[config.mk]
export PLATFORM = sky130hd
export DESIGN_NAME = bitmap_fixed_block_allocator
export DESIGN_NICKNAME = d
export VERILOG_FILES = /design/src/rtl/core/bfa_pkg.sv /design/src/rtl/core/bfa_ram.sv /design/src/rtl/core/bitmap_fixed_block_allocator.sv
export SDC_FILE = /design/constraint.sdc
export NUM_CORES = 2
export LEC_CHECK = 0
export BUFFER_PORTS_ARGS = -buffer_cell sky130_fd_sc_hd__buf_2
export CAP_MARGIN = 30
export CELL_PAD_IN_SITES_DETAIL_PLACEMENT = 2
export CELL_PAD_IN_SITES_GLOBAL_PLACEMENT = 2
export CORE_ASPECT_RATIO = 0.6
export CORE_UTILIZATION = 45
export CTS_CLUSTER_DIAMETER = 30
export DETAILED_ROUTE_END_ITERATION = 16
export PLACE_DENSITY_LB_ADDON = 0.1
export SKIP_CTS_REPAIR_TIMING = 1
export SYNTH_ARGS = -nofsm -noshare
export SYNTH_HDL_FRONTEND = slang
export SYNTH_SLANG_ARGS = --single-unit
[constraint.sdc]
create_clock -name i_clk -period 23 [get_ports i_clk]
set_input_delay 1.15 -clock i_clk [delete_from_list [all_inputs] [get_ports i_clk]]
set_output_delay 1.15 -clock i_clk [all_outputs]
set_load 0.01 [all_outputs]
[src/rtl/core/bfa_pkg.sv]
// bfa_pkg: shared types, codes and helpers of the bitmap block allocator
// used by bitmap_fixed_block_allocator; no dependencies
package bfa_pkg;

    localparam int MAX_SLOTS  = 1024;
    localparam int GROUP_BITS = 8;
    localparam int SLOT_W     = 10;
    localparam int COUNT_W    = 11;

    localparam logic [GROUP_BITS-1:0] FULL_GROUP = 8'hFF;

    localparam logic CFG_TOTAL    = 1'b0;
    localparam logic CFG_RESERVED = 1'b1;

    typedef enum logic [1:0] {
        OP_ALLOC = 2'd0,
        OP_FREE  = 2'd1,
        OP_INIT  = 2'd2
    } t_op;

    typedef enum logic [1:0] {
        ST_OK       = 2'd0,
        ST_FULL     = 2'd1,
        ST_RANGE    = 2'd2,
        ST_NOT_USED = 2'd3
    } t_status;

    typedef struct packed {
        t_op                 operation;
        logic [SLOT_W-1:0]   slot_to_free;
    } t_cmd;

    typedef struct packed {
        t_status             status;
        logic [SLOT_W-1:0]   granted_slot;
        logic [COUNT_W-1:0]  used_count;
        logic [COUNT_W-1:0]  free_count;
    } t_result;

    function automatic logic [GROUP_BITS-1:0] low_ones(input logic [2:0] n);
        logic [GROUP_BITS-1:0] m;
        for (int b = 0; b < GROUP_BITS; b++) begin
            m[b] = (b < int'(n));
        end
        return m;
    endfunction

    function automatic logic [2:0] first_zero(input logic [GROUP_BITS-1:0] g);
        logic [2:0] idx;
        idx = 3'd0;
        for (int b = GROUP_BITS - 1; b >= 0; b--) begin
            if (!g[b]) begin
                idx = 3'(b);
            end
        end
        return idx;
    endfunction

endpackage

[src/rtl/core/bfa_ram.sv]
// bfa_ram: generic single-port-write, single-port-read ram with registered read
// no dependencies
module bfa_ram #(
    parameter int WIDTH = 8,
    parameter int DEPTH = 128
) (
    input  logic                     i_clk,
    input  logic                     i_we,
    input  logic [$clog2(DEPTH)-1:0] i_waddr,
    input  logic [WIDTH-1:0]         i_wdata,
    input  logic [$clog2(DEPTH)-1:0] i_raddr,
    output logic [WIDTH-1:0]         o_rdata
);

    logic [WIDTH-1:0] r_mem [DEPTH];
    logic [WIDTH-1:0] r_rdata;

    always_ff @(posedge i_clk) begin
        if (i_we) begin
            r_mem[i_waddr] <= i_wdata;
        end
        r_rdata <= r_mem[i_raddr];
    end

    assign o_rdata = r_rdata;

endmodule

[src/rtl/core/bitmap_fixed_block_allocator.sv]
// bitmap_fixed_block_allocator: fixed-slot pool allocator, next-fit over a used bitmap
// depends on bfa_pkg and bfa_ram
//
// usage
//   command channel: an item (operation, slot_to_free) is taken at a clock edge
//   with start high and busy low. each item yields one result on o_result,
//   shown for exactly one cycle with o_result_strobe high; the receiver
//   cannot stall, so a result is never held.
//   config channel: i_cfg_valid/o_cfg_ready with register index and data;
//   ready is always high. values take effect at reset and at reinitialize.
//   result paths, from the accepting edge to the strobe:
//     full pool, out-of-range free, unused code: answered straight from idle
//     free, allocate hitting the freed slot or the cursor slot: one group visit
//     allocate that scans: further group visits until a free bit or a full pass
//     reinitialize: configuration reload, then one group written per cycle
//   every group visit reads the single bitmap ram and may write the group back,
//   so one item is in flight at a time.
//   after reset the block is busy while the bitmap is swept with the reset
//   configuration; no result is given.
module bitmap_fixed_block_allocator (
    input  logic              i_clk,
    input  logic              i_rst_n,
    input  logic              start,
    output logic              busy,
    input  bfa_pkg::t_cmd     i_cmd,
    output logic              o_result_strobe,
    output bfa_pkg::t_result  o_result,
    input  logic              i_cfg_valid,
    output logic              o_cfg_ready,
    input  logic              i_cfg_index,
    input  logic [10:0]       i_cfg_data
);

    localparam int MAX_SLOTS = bfa_pkg::MAX_SLOTS;
    localparam int SW     = $clog2(MAX_SLOTS);
    localparam int CW     = SW + 1;
    localparam int GW     = SW - 3;
    localparam int PGW    = GW + 1;
    localparam int GROUPS = (MAX_SLOTS + 7) / 8;
    localparam int XW     = (CW > bfa_pkg::COUNT_W) ? CW : bfa_pkg::COUNT_W;
    localparam int GB     = bfa_pkg::GROUP_BITS;

    typedef enum logic [2:0] {
        S_LOAD,
        S_INIT,
        S_IDLE,
        S_READ,
        S_EVAL
    } t_state;

    t_state                   r_state, n_state;
    logic [bfa_pkg::COUNT_W-1:0] r_cfg_total;
    logic [bfa_pkg::SLOT_W-1:0]  r_cfg_reserved;
    logic [CW-1:0]            r_tot, n_tot;
    logic [SW-1:0]            r_res, n_res;
    logic [PGW-1:0]           r_pgroups, n_pgroups;
    logic [CW-1:0]            r_used, n_used;
    logic [SW-1:0]            r_cursor, n_cursor;
    logic [SW-1:0]            r_freed, n_freed;
    logic [SW-1:0]            r_slot, n_slot;
    logic [GW-1:0]            r_grp, n_grp;
    logic [PGW-1:0]           r_iter, n_iter;
    logic                     r_first, n_first;
    logic                     r_reuse, n_reuse;
    logic                     r_report, n_report;
    bfa_pkg::t_op             r_op, n_op;
    logic                     r_strobe, n_strobe;
    bfa_pkg::t_result         r_result, n_result;

    bfa_pkg::t_status         res_status;
    logic [SW-1:0]            res_grant;

    logic                     ram_we;
    logic [GB-1:0]            ram_wdata;
    logic [GW-1:0]            ram_raddr;
    logic [GB-1:0]            ram_rdata;

    logic [XW-1:0]            cfg_tot_x;
    logic [XW-1:0]            cfg_res_x;
    logic [CW-1:0]            clamp_tot;
    logic [XW-1:0]            clamp_tm1;
    logic [SW-1:0]            clamp_res;
    logic [XW-1:0]            slot_x;
    logic [SW-1:0]            adv_cursor;
    logic [GB-1:0]            lo_mask;
    logic [GB-1:0]            hi_mask;
    logic                     cur_bit;
    logic [2:0]               fz;

    bfa_ram #(
        .WIDTH (GB),
        .DEPTH (GROUPS)
    ) u_map (
        .i_clk   (i_clk),
        .i_we    (ram_we),
        .i_waddr (r_grp),
        .i_wdata (ram_wdata),
        .i_raddr (ram_raddr),
        .o_rdata (ram_rdata)
    );

    assign ram_raddr = r_grp;
    assign busy = (r_state != S_IDLE);
    assign o_cfg_ready = 1'b1;
    assign o_result_strobe = r_strobe;
    assign o_result = r_result;

    // configuration clamping at load
    assign cfg_tot_x = XW'(r_cfg_total);
    assign cfg_res_x = XW'(r_cfg_reserved);
    assign clamp_tot = (cfg_tot_x < XW'(2)) ? CW'(2) :
                       (cfg_tot_x > XW'(MAX_SLOTS)) ? CW'(MAX_SLOTS) : CW'(cfg_tot_x);
    assign clamp_tm1 = XW'(clamp_tot) - XW'(1);
    assign clamp_res = (cfg_res_x < XW'(1)) ? SW'(1) :
                       (cfg_res_x > clamp_tm1) ? SW'(clamp_tm1) : SW'(cfg_res_x);

    assign slot_x = XW'(i_cmd.slot_to_free);
    assign adv_cursor = (CW'(r_cursor) >= r_tot - CW'(1)) ? r_res : r_cursor + SW'(1);

    // init word: reserved bits high, padding and unused groups high
    always_comb begin
        if (r_grp < r_res[SW-1:3]) begin
            lo_mask = bfa_pkg::FULL_GROUP;
        end else if (r_grp == r_res[SW-1:3]) begin
            lo_mask = bfa_pkg::low_ones(r_res[2:0]);
        end else begin
            lo_mask = '0;
        end
        if ({1'b0, r_grp} > r_tot[CW-1:3]) begin
            hi_mask = bfa_pkg::FULL_GROUP;
        end else if ({1'b0, r_grp} == r_tot[CW-1:3]) begin
            hi_mask = ~bfa_pkg::low_ones(r_tot[2:0]);
        end else begin
            hi_mask = '0;
        end
    end

    assign cur_bit = ram_rdata[r_slot[2:0]];
    assign fz = bfa_pkg::first_zero(ram_rdata);

    always_comb begin
        n_state   = r_state;
        n_tot     = r_tot;
        n_res     = r_res;
        n_pgroups = r_pgroups;
        n_used    = r_used;
        n_cursor  = r_cursor;
        n_freed   = r_freed;
        n_slot    = r_slot;
        n_grp     = r_grp;
        n_iter    = r_iter;
        n_first   = r_first;
        n_reuse   = r_reuse;
        n_report  = r_report;
        n_op      = r_op;
        n_strobe  = 1'b0;
        n_result  = r_result;
        res_status = bfa_pkg::ST_OK;
        res_grant  = '0;
        ram_we    = 1'b0;
        ram_wdata = ram_rdata;

        case (r_state)
            S_LOAD: begin
                n_tot     = clamp_tot;
                n_res     = clamp_res;
                n_pgroups = PGW'((XW'(clamp_tot) + XW'(7)) >> 3);
                n_cursor  = clamp_res - SW'(1);
                n_freed   = '0;
                n_used    = CW'(clamp_res);
                n_grp     = '0;
                n_state   = S_INIT;
            end
            S_INIT: begin
                ram_we    = 1'b1;
                ram_wdata = lo_mask | hi_mask;
                if (r_grp == GW'(GROUPS - 1)) begin
                    n_state  = S_IDLE;
                    n_strobe = r_report;
                end else begin
                    n_grp = r_grp + GW'(1);
                end
            end
            S_IDLE: begin
                if (start) begin
                    n_op = i_cmd.operation;
                    case (i_cmd.operation)
                        bfa_pkg::OP_ALLOC: begin
                            if (r_used >= r_tot) begin
                                n_strobe   = 1'b1;
                                res_status = bfa_pkg::ST_FULL;
                            end else if (r_freed != '0) begin
                                n_slot  = r_freed;
                                n_grp   = r_freed[SW-1:3];
                                n_freed = '0;
                                n_reuse = 1'b1;
                                n_state = S_READ;
                            end else begin
                                n_cursor = adv_cursor;
                                n_slot   = adv_cursor;
                                n_grp    = adv_cursor[SW-1:3];
                                n_first  = 1'b1;
                                n_iter   = '0;
                                n_reuse  = 1'b0;
                                n_state  = S_READ;
                            end
                        end
                        bfa_pkg::OP_FREE: begin
                            if (slot_x < XW'(r_res) || slot_x >= XW'(r_tot)) begin
                                n_strobe   = 1'b1;
                                res_status = bfa_pkg::ST_RANGE;
                            end else begin
                                n_slot  = SW'(slot_x);
                                n_freed = SW'(slot_x);
                                n_grp   = slot_x[SW-1:3];
                                n_state = S_READ;
                            end
                        end
                        bfa_pkg::OP_INIT: begin
                            n_report = 1'b1;
                            n_state  = S_LOAD;
                        end
                        default: begin
                            n_strobe = 1'b1;
                        end
                    endcase
                end
            end
            S_READ: begin
                n_state = S_EVAL;
            end
            S_EVAL: begin
                case (r_op)
                    bfa_pkg::OP_FREE: begin
                        n_state  = S_IDLE;
                        n_strobe = 1'b1;
                        if (!cur_bit) begin
                            res_status = bfa_pkg::ST_NOT_USED;
                        end else begin
                            ram_we    = 1'b1;
                            ram_wdata = ram_rdata & ~(GB'(1) << r_slot[2:0]);
                            n_used    = r_used - CW'(1);
                        end
                    end
                    bfa_pkg::OP_ALLOC: begin
                        if (r_reuse || (r_first && !cur_bit)) begin
                            ram_we    = 1'b1;
                            ram_wdata = ram_rdata | (GB'(1) << r_slot[2:0]);
                            n_used    = r_used + CW'(1);
                            res_grant = r_slot;
                            n_strobe  = 1'b1;
                            n_state   = S_IDLE;
                        end else if (ram_rdata != bfa_pkg::FULL_GROUP) begin
                            ram_we    = 1'b1;
                            ram_wdata = ram_rdata | (GB'(1) << fz);
                            n_used    = r_used + CW'(1);
                            n_cursor  = {r_grp, fz};
                            res_grant = {r_grp, fz};
                            n_strobe  = 1'b1;
                            n_state   = S_IDLE;
                        end else begin
                            n_first = 1'b0;
                            if ({1'b0, r_grp} >= r_pgroups - PGW'(1)) begin
                                n_cursor = r_res;
                                n_grp    = r_res[SW-1:3];
                            end else begin
                                n_grp    = r_grp + GW'(1);
                                n_cursor = {r_grp + GW'(1), 3'b000};
                            end
                            if (r_iter == r_pgroups - PGW'(1)) begin
                                res_status = bfa_pkg::ST_FULL;
                                n_strobe   = 1'b1;
                                n_state    = S_IDLE;
                            end else begin
                                n_iter  = r_iter + PGW'(1);
                                n_state = S_READ;
                            end
                        end
                    end
                    default: begin
                        n_state = S_IDLE;
                    end
                endcase
            end
            default: begin
                n_state = S_LOAD;
            end
        endcase

        if (n_strobe) begin
            n_result.status       = res_status;
            n_result.granted_slot = bfa_pkg::SLOT_W'(res_grant);
            n_result.used_count   = bfa_pkg::COUNT_W'(n_used);
            n_result.free_count   = bfa_pkg::COUNT_W'(n_tot - n_used);
        end
    end

    always_ff @(posedge i_clk) begin
        if (!i_rst_n) begin
            r_state        <= S_LOAD;
            r_cfg_total    <= 11'd1024;
            r_cfg_reserved <= 10'd1;
            r_tot          <= '0;
            r_res          <= '0;
            r_pgroups      <= '0;
            r_used         <= '0;
            r_cursor       <= '0;
            r_freed        <= '0;
            r_grp          <= '0;
            r_iter         <= '0;
            r_first        <= 1'b0;
            r_reuse        <= 1'b0;
            r_report       <= 1'b0;
            r_op           <= bfa_pkg::OP_ALLOC;
            r_strobe       <= 1'b0;
        end else begin
            r_state   <= n_state;
            r_tot     <= n_tot;
            r_res     <= n_res;
            r_pgroups <= n_pgroups;
            r_used    <= n_used;
            r_cursor  <= n_cursor;
            r_freed   <= n_freed;
            r_grp     <= n_grp;
            r_iter    <= n_iter;
            r_first   <= n_first;
            r_reuse   <= n_reuse;
            r_report  <= n_report;
            r_op      <= n_op;
            r_strobe  <= n_strobe;
            if (i_cfg_valid && o_cfg_ready) begin
                case (i_cfg_index)
                    bfa_pkg::CFG_TOTAL: begin
                        r_cfg_total <= i_cfg_data;
                    end
                    bfa_pkg::CFG_RESERVED: begin
                        r_cfg_reserved <= i_cfg_data[bfa_pkg::SLOT_W-1:0];
                    end
                    default: begin
                        r_cfg_total <= r_cfg_total;
                    end
                endcase
            end
        end
        r_slot   <= n_slot;
        r_result <= n_result;
    end

    a_used_bound: assert property (@(posedge i_clk) disable iff (!i_rst_n)
        (r_state == S_IDLE) |-> (r_used <= r_tot))
        else $error("used count above pool total");

    a_write_states: assert property (@(posedge i_clk) disable iff (!i_rst_n)
        ram_we |-> (r_state == S_INIT || r_state == S_EVAL))
        else $error("bitmap written outside sweep or write-back");

    a_accept_progress: assert property (@(posedge i_clk) disable iff (!i_rst_n)
        (start && !busy) |=> (busy || o_result_strobe))
        else $error("accepted item neither in work nor answered");

    a_freed_range: assert property (@(posedge i_clk) disable iff (!i_rst_n)
        (r_state == S_IDLE && r_freed != '0) |-> (r_freed >= r_res))
        else $error("recently freed slot inside reserved area");

    a_grant_nonzero: assert property (@(posedge i_clk) disable iff (!i_rst_n)
        (r_state == S_EVAL && r_op == bfa_pkg::OP_ALLOC && n_strobe
            && res_status == bfa_pkg::ST_OK) |-> (res_grant >= r_res))
        else $error("granted slot inside reserved area");

endmodule
# Word-level counts from Yosys, hierarchy flattened
# Memories as Yosys holds them, arrays and structs flattened. A register that Yosys moved wholly into a read port is not among the register bits.
# Cells that the tools add are included.
# classes
addsub,11
shift,2
bitwise_logic,8
order_cmp,26
eq_ne,30
reduce_logical,26
mux,116
# ops
operator,n
$mux W10,19
$mux W8,14
$mux W7,10
$mux W11,6
$pmux W10 S2,3
$pmux W8 S2,3
$pmux W11 S2,2
$mux W3,12
$sub A11 B1 Y11 const B,3
$pmux W10 S3,1
$mux W1,29
$pmux W7 S4,1
$or A8 B8 Y8,3
$ge A10 B11 Y1,2
$ne A2 B2 Y1 const B,11
$lt A3 B3 Y1 const A,6
$reduce_and A9 Y1,2
$shl A1 B3 Y8 const A,2
$pmux W3 S5,1
$pmux W7 S2,1
$lt A1 B3 Y1 const A,4
$lt A2 B3 Y1 const A,4
$pmux W2 S2,3
$add A11 B1 Y11 const B,1
56 further kinds,76
# word_totals
regBits,149
memories,1
wordCells,241
in_bits,28
ram_bits,1024
# memory_table
memory,words,width,rd,rd_ports_with_merged_regs,wr,line_no,rtl
u_map.r_mem,128,8,1,1,1,bfa_ram.sv:15,logic [WIDTH-1:0] r_mem [DEPTH];

# Longest topological paths before layout
# logic_depth
ltp_word,14
ltp_mapped,27
depth_no_buf,23

# Cells and area by module
# Synthesis repeated with hierarchy kept, for this count alone.
# hier_totals
hier_cells,3041
area_unflattened_um2,50971.4
# by_module_without_submodules
module,n_inst,area_each_um2,cells_per_inst
bfa_ram,1,39648.0,1631
bitmap_fixed_block_allocator,1,11323.4,1410

# Worst setup path after synthesis
# No wires, ideal clock.
# synth_path
path_kind,register to register
startpoint,register r_grp[0]
endpoint,memory u_map.r_mem[0][0] (data pin)
required_ps,21803
path_stages_with_launch,11
setup_time_ps,1197
path_buffers,4
setup_slack_ps,14639
t_arrival_ps,7164
path_cell_list,dfxtp_1 -> buf_2 -> inv_1 -> clkbuf_1 -> clkbuf_1 -> ha_1 -> nand2_1 -> or4_1 -> clkbuf_1 -> o2111a_1 -> o21ai_0
# synth_via
elab_chain_cells,5
# synth_rtl
item,line_no,rtl
start: declaration,bitmap_fixed_block_allocator.sv:61,"logic [GW-1:0] r_grp, n_grp;"
start signal: assignment,bitmap_fixed_block_allocator.sv:324,r_grp <= n_grp;
branches (longest 3 deep; another with $gt A7 B8 Y1),--,
$or A8 B8 Y8 *,bitmap_fixed_block_allocator.sv:176,ram_wdata = lo_mask | hi_mask;
$pmux W8 S2 *,bitmap_fixed_block_allocator.sv:163,case (r_state)
named net ram_wdata[0],bitmap_fixed_block_allocator.sv:74,logic [GB-1:0] ram_wdata;
end: declaration,bfa_ram.sv:15,
# Mark *: on every way through the listed nets, which the timed path passes.

# Worst setup path in the final report
# layout_path
startpoint,"register r_cfg_total, in the netlist cfg_tot_x[7]"
endpoint,"register r_result, in the netlist o_result[10] (data pin)"
# layout_via
elab_chain_cells,9
# layout_rtl
item,line_no,rtl
start: declaration,bitmap_fixed_block_allocator.sv:52,logic [bfa_pkg::COUNT_W-1:0] r_cfg_total;
start signal: assignment,bitmap_fixed_block_allocator.sv:334,r_cfg_total <= i_cfg_data;
start signal: assignment,bitmap_fixed_block_allocator.sv:340,r_cfg_total <= r_cfg_total;
$gt A11 B11 Y1,bitmap_fixed_block_allocator.sv:112,(cfg_tot_x > XW'(MAX_SLOTS)) ? CW'(MAX_SLOTS) : CW'(cfg_tot_x);
$mux W11,bitmap_fixed_block_allocator.sv:112,
$mux W11 *,bitmap_fixed_block_allocator.sv:111,assign clamp_tot = (cfg_tot_x < XW'(2)) ? CW'(2) :
$sub A11 B1 Y11 *,bitmap_fixed_block_allocator.sv:113,assign clamp_tm1 = XW'(clamp_tot) - XW'(1);
$gt A10 B11 Y1,bitmap_fixed_block_allocator.sv:115,(cfg_res_x > clamp_tm1) ? SW'(clamp_tm1) : SW'(cfg_res_x);
$mux W10 *,bitmap_fixed_block_allocator.sv:115,
$mux W10 *,bitmap_fixed_block_allocator.sv:114,assign clamp_res = (cfg_res_x < XW'(1)) ? SW'(1) :
$pmux W11 S2 *,bitmap_fixed_block_allocator.sv:163,
named net n_used[0],bitmap_fixed_block_allocator.sv:57,"logic [CW-1:0] r_used, n_used;"
$sub A11 B11 Y11 *,bitmap_fixed_block_allocator.sv:294,n_result.free_count = bfa_pkg::COUNT_W'(n_tot - n_used);
end signal: assignment,bitmap_fixed_block_allocator.sv:346,r_result <= n_result;
end: declaration,bitmap_fixed_block_allocator.sv:68,"bfa_pkg::t_result r_result, n_result;"
# Mark *: on every way through the listed nets, which the timed path passes. The rest lies on a longest branch.
# A chain may end at the register's enable or synchronous reset.

==> impl_metrics.py <==
metrics = {
    "yosys": {
        "syn_area_um2": 49400,
        "seq_area_frac_synth": 0.695,
        "yosys_warnings": 0,
        "synth.top_cell.area_share": 0.649,
        "ys_ff_latch": 1181,
        "ys.flop_type": "edfxtp_1",
        "ys_types": 91,
        "synthCells": 3527,
        "yosysTopAreaCell": "edfxtp_1",
        "synth_area_leaders": "edfxtp_1 (65%), dfxtp_1 (4.6%), a22oi_1 (3.9%), ha_1 (2.3%), nor2_1 (2.0%)",
        "synth_edf_count": 1068,
        "synthArstFlopShare": 0,
        "syn_nets": 3645,
        "syn_area_per_cell_um2": 14.0,
    },
    "placement": {
        "placed_area_um2": 51600,
        "dp_hpwl_um": 139000,
        "gp_congestion": 0.949,
        "numPortBuffers": 63,
        "pre_cts_slack_ns": 16.40,
        "dp_cells": 4886,
    },
    "floorplanning": {
        "start_util": 0.457,
        "pin_count": 65,
        "rows": 93,
        "dieArea_um2": 111000,
        "die_w_um": 430,
        "core_um2": 108000,
        "die_h_um": 259,
    },
    "timing": {
        "clock.fmax_mhz": 150,
        "worst_slack_ns": 16.35,
        "fin_hold_ws_ns": 0.520,
        "rsz0062_at_grt": "no",
        "finClkSkew_ns": 0.0555,
        "finalHoldViolations": 0,
        "worst_slew_pin_slew_ns": 1.17,
        "setup_viol": 0,
        "slew_headroom": 0.216,
        "min_period_ns": 6.65,
        "final-max-slew-violation-count": 0,
        "tns_ns": 0,
        "finalCritPeriodShare": 0.289,
    },
    "grt": {
        "grt.overflow.total": 0,
        "grt_max_degree": 98,
        "antenna_found_initial": 18,
        "met2_usage": 0.555,
        "gr-usage-met3": 0.113,
        "grt_pass1_vias": 37500,
        "grtUsageTotal": 0.386,
        "grt_util_met1": 0.557,
        "busiest_layer": "met1",
        "grt_pass1_wl_um": 301000,
    },
    "power_and_ir_drop": {
        "p_switching_mw": 1.70,
        "pwr-share-comb": 0.122,
        "ir_drop_v": 0.0000883,
        "power.density_nw_per_um2": 105,
        "p_seq_frac": 0.428,
        "clkPwrFrac": 0.449,
        "power.leakage_nw": 18.7,
        "switching_share": 0.279,
        "intPower_mw": 4.41,
        "power.total_mw": 6.11,
    },
    "cells_and_area": {
        "area_growth_pct": 17.6,
        "finalCoreUtilization": 0.537,
        "drive_gt1_frac": 0.157,
        "final_cell_area_um2": 58100,
        "fin_cells": 5264,
        "fin_nets": 3814,
    },
    "setup_path": {
        "path_buf_inv": 1,
        "path_max_fanout": 16,
        "cp_top_family": "compound AO/OA/AOI/OAI gates",
        "crit_required_ns": 23.53,
        "crit_path_end_kind": "register",
        "worst-r2r-setup-slack_ns": 16.35,
        "cp_cell_sequence": "or4_4 > or2_4 > o31ai_1 > ha_1 > nand2b_1 > a211oi_1 > o41a_1 > o21a_1 > o211ai_1 > a221o_1 > ha_1 > inv_1 > fa_1 > a21o_1 > a21oi_1 > nand2b_1 > a21boi_0 > or4_1 > a31o_2 > a21oi_1 > xnor2_1",
        "path_class": "register to register",
        "arrival_ns": 7.18,
        "slowest_delay_ns": 0.63,
        "startpoint_type": "register",
        "slowest_stage": "o31ai_1",
    },
    "clock_network": {
        "cts_tree": "done",
        "numCtsBuffers": 168,
        "cts_root_buf": "clkbuf_16",
        "clock_sinks": 1181,
        "cts_buffer_depth": 3,
        "htree_levels": 4,
        "clk_pin_slew_ns": 0.06,
        "insertion_delay_ns": 0.80,
    },
    "routing": {
        "routedWlPerCell_um": 41.5,
        "drtIter0Drc": 5524,
        "num_vias": 37100,
        "drt_pass1_iterations": 6,
        "routed_via_density": 7.05,
        "drc": 0,
        "ant_nets": 0,
        "wirelength_um": 219000,
    },
    "hold_path": {
        "min_path_type": "register to register",
    },
    "status": {
        "outcome": "complete, no violations",
    },
    "job": {
        "max_cap_violations": 0,
    },
}
## worst reg2reg max path: stages (launching register included)
cell and delay (ns):
dfxtp_1 0.42, or4_4 0.60, or2_4 0.30, o31ai_1 0.63, ha_1 0.27, nand2b_1 0.10
a211oi_1 0.07, o41a_1 0.37, o21a_1 0.50, o211ai_1 0.48, a221o_1 0.27, ha_1 0.20
inv_1 0.07, fa_1 0.41, a21o_1 0.19, a21oi_1 0.22, nand2b_1 0.16, a21boi_0 0.12
or4_1 0.45, a31o_2 0.26, a21oi_1 0.21, xnor2_1 0.12
## power by group through the flow
stage          clock, mW  combinational [mW]  sequential (mW)
6_report            2.74               0.748             2.62
5_1_grt             2.82               0.764             2.62
4_1_cts             2.75               0.707             2.62
3_5_place_dp           0               0.693             2.66
3_3_place_gp           0               0.617             2.66
2_1_floorplan          0               0.338             2.67
## logic make-up after synthesis
kind of cell | count (synthesis) | synth area share
XOR/XNOR | 56 | 0.0114
flip-flops | 1181 | 0.695
AND/OR/NAND/NOR | 786 | 0.0740
multiplexers | 87 | 0.0200
buffers and inverters | 307 | 0.0249
AO/OA/AOI/OAI | 1019 | 0.152
other | 1 | 0.0000759
adder cells (fa/ha/maj) | 90 | 0.0229
## final timing paths
kind	start	endpoint	cells after the start
max reg2reg	cfg_tot_x[7]	o_result[10]	21
max	cfg_tot_x[7]	o_result[10]	21
min reg2reg	r_pgroups[0]	r_pgroups[0]	2
min	r_pgroups[0]	r_pgroups[0]	2
## cell type report
type                       count  area, um^2
antenna                        3        7.51
clock buffer                 189        4420
clock inverter               121        1420
fill                        9806       50000
inverter                      73         274
multi-input combinational   2039       14000
sequential                  1181       34300
tap                         1425        1780
timing repair buffer         233        1810
## flip-flops by register name (all words and copies together), names as in the netlist, 3 cells and up
register / flops
u_map.r_mem: 1024
o_result: 34
cfg_tot_x: 11
r_tot: 11
r_used: 11
r_cfg_reserved: 10
r_cursor: 10
r_freed: 10
r_res: 10
r_slot: 10
r_iter: 8
r_pgroups: 8
u_map.o_rdata: 8
r_grp: 7
r_state: 3
## metal layers
| metal | part of all wire | vias to the layer above |
|---|---|---|
| li1 | - | 14500 |
| met1 | 0.41 | 19600 |
| met2 | 0.43 | 2683 |
| met3 | 0.13 | 414 |
| met4 | 0.030 | 6 |
| met5 | 0.00021 | - |
## cell usage after synthesis, drive strengths merged, types with 16 or more instances
cell / count
a211oi: 22
a21oi: 140
a221o: 18
a221oi: 106
a22o: 109
a22oi: 257
a31oi: 86
and2: 29
and3: 16
buf: 83
clkbuf: 151
dfxtp: 113
edfxtp: 1068
ha: 89
inv: 71
mux2: 22
mux2i: 58
nand2: 208
nand3: 56
nand4: 51
nor2: 269
nor2b: 21
nor3: 51
nor4: 25
o211ai: 24
o21ai: 95
xnor2: 39
## cell usage in the layout, fill, tap and decap left out, drive strengths merged, types with 13 or more instances in the layout
cell type / instances
a211oi: 22
a21oi: 140
a221o: 18
a221oi: 106
a22o: 109
a22oi: 257
a31oi: 86
and2: 29
and3: 16
buf: 228
bufinv: 24
clkbuf: 194
clkinv: 58
clkinvlp: 25
dfxtp: 113
edfxtp: 1068
ha: 89
inv: 87
mux2: 22
mux2i: 58
nand2: 208
nand2b: 13
nand3: 56
nand4: 51
nor2: 269
nor2b: 21
nor3: 51
nor4: 25
o2111ai: 13
o211ai: 24
o21a: 14
o21ai: 95
o31ai: 15
or4: 13
xnor2: 39
Note: power is estimated with default switching activity, not from simulation.
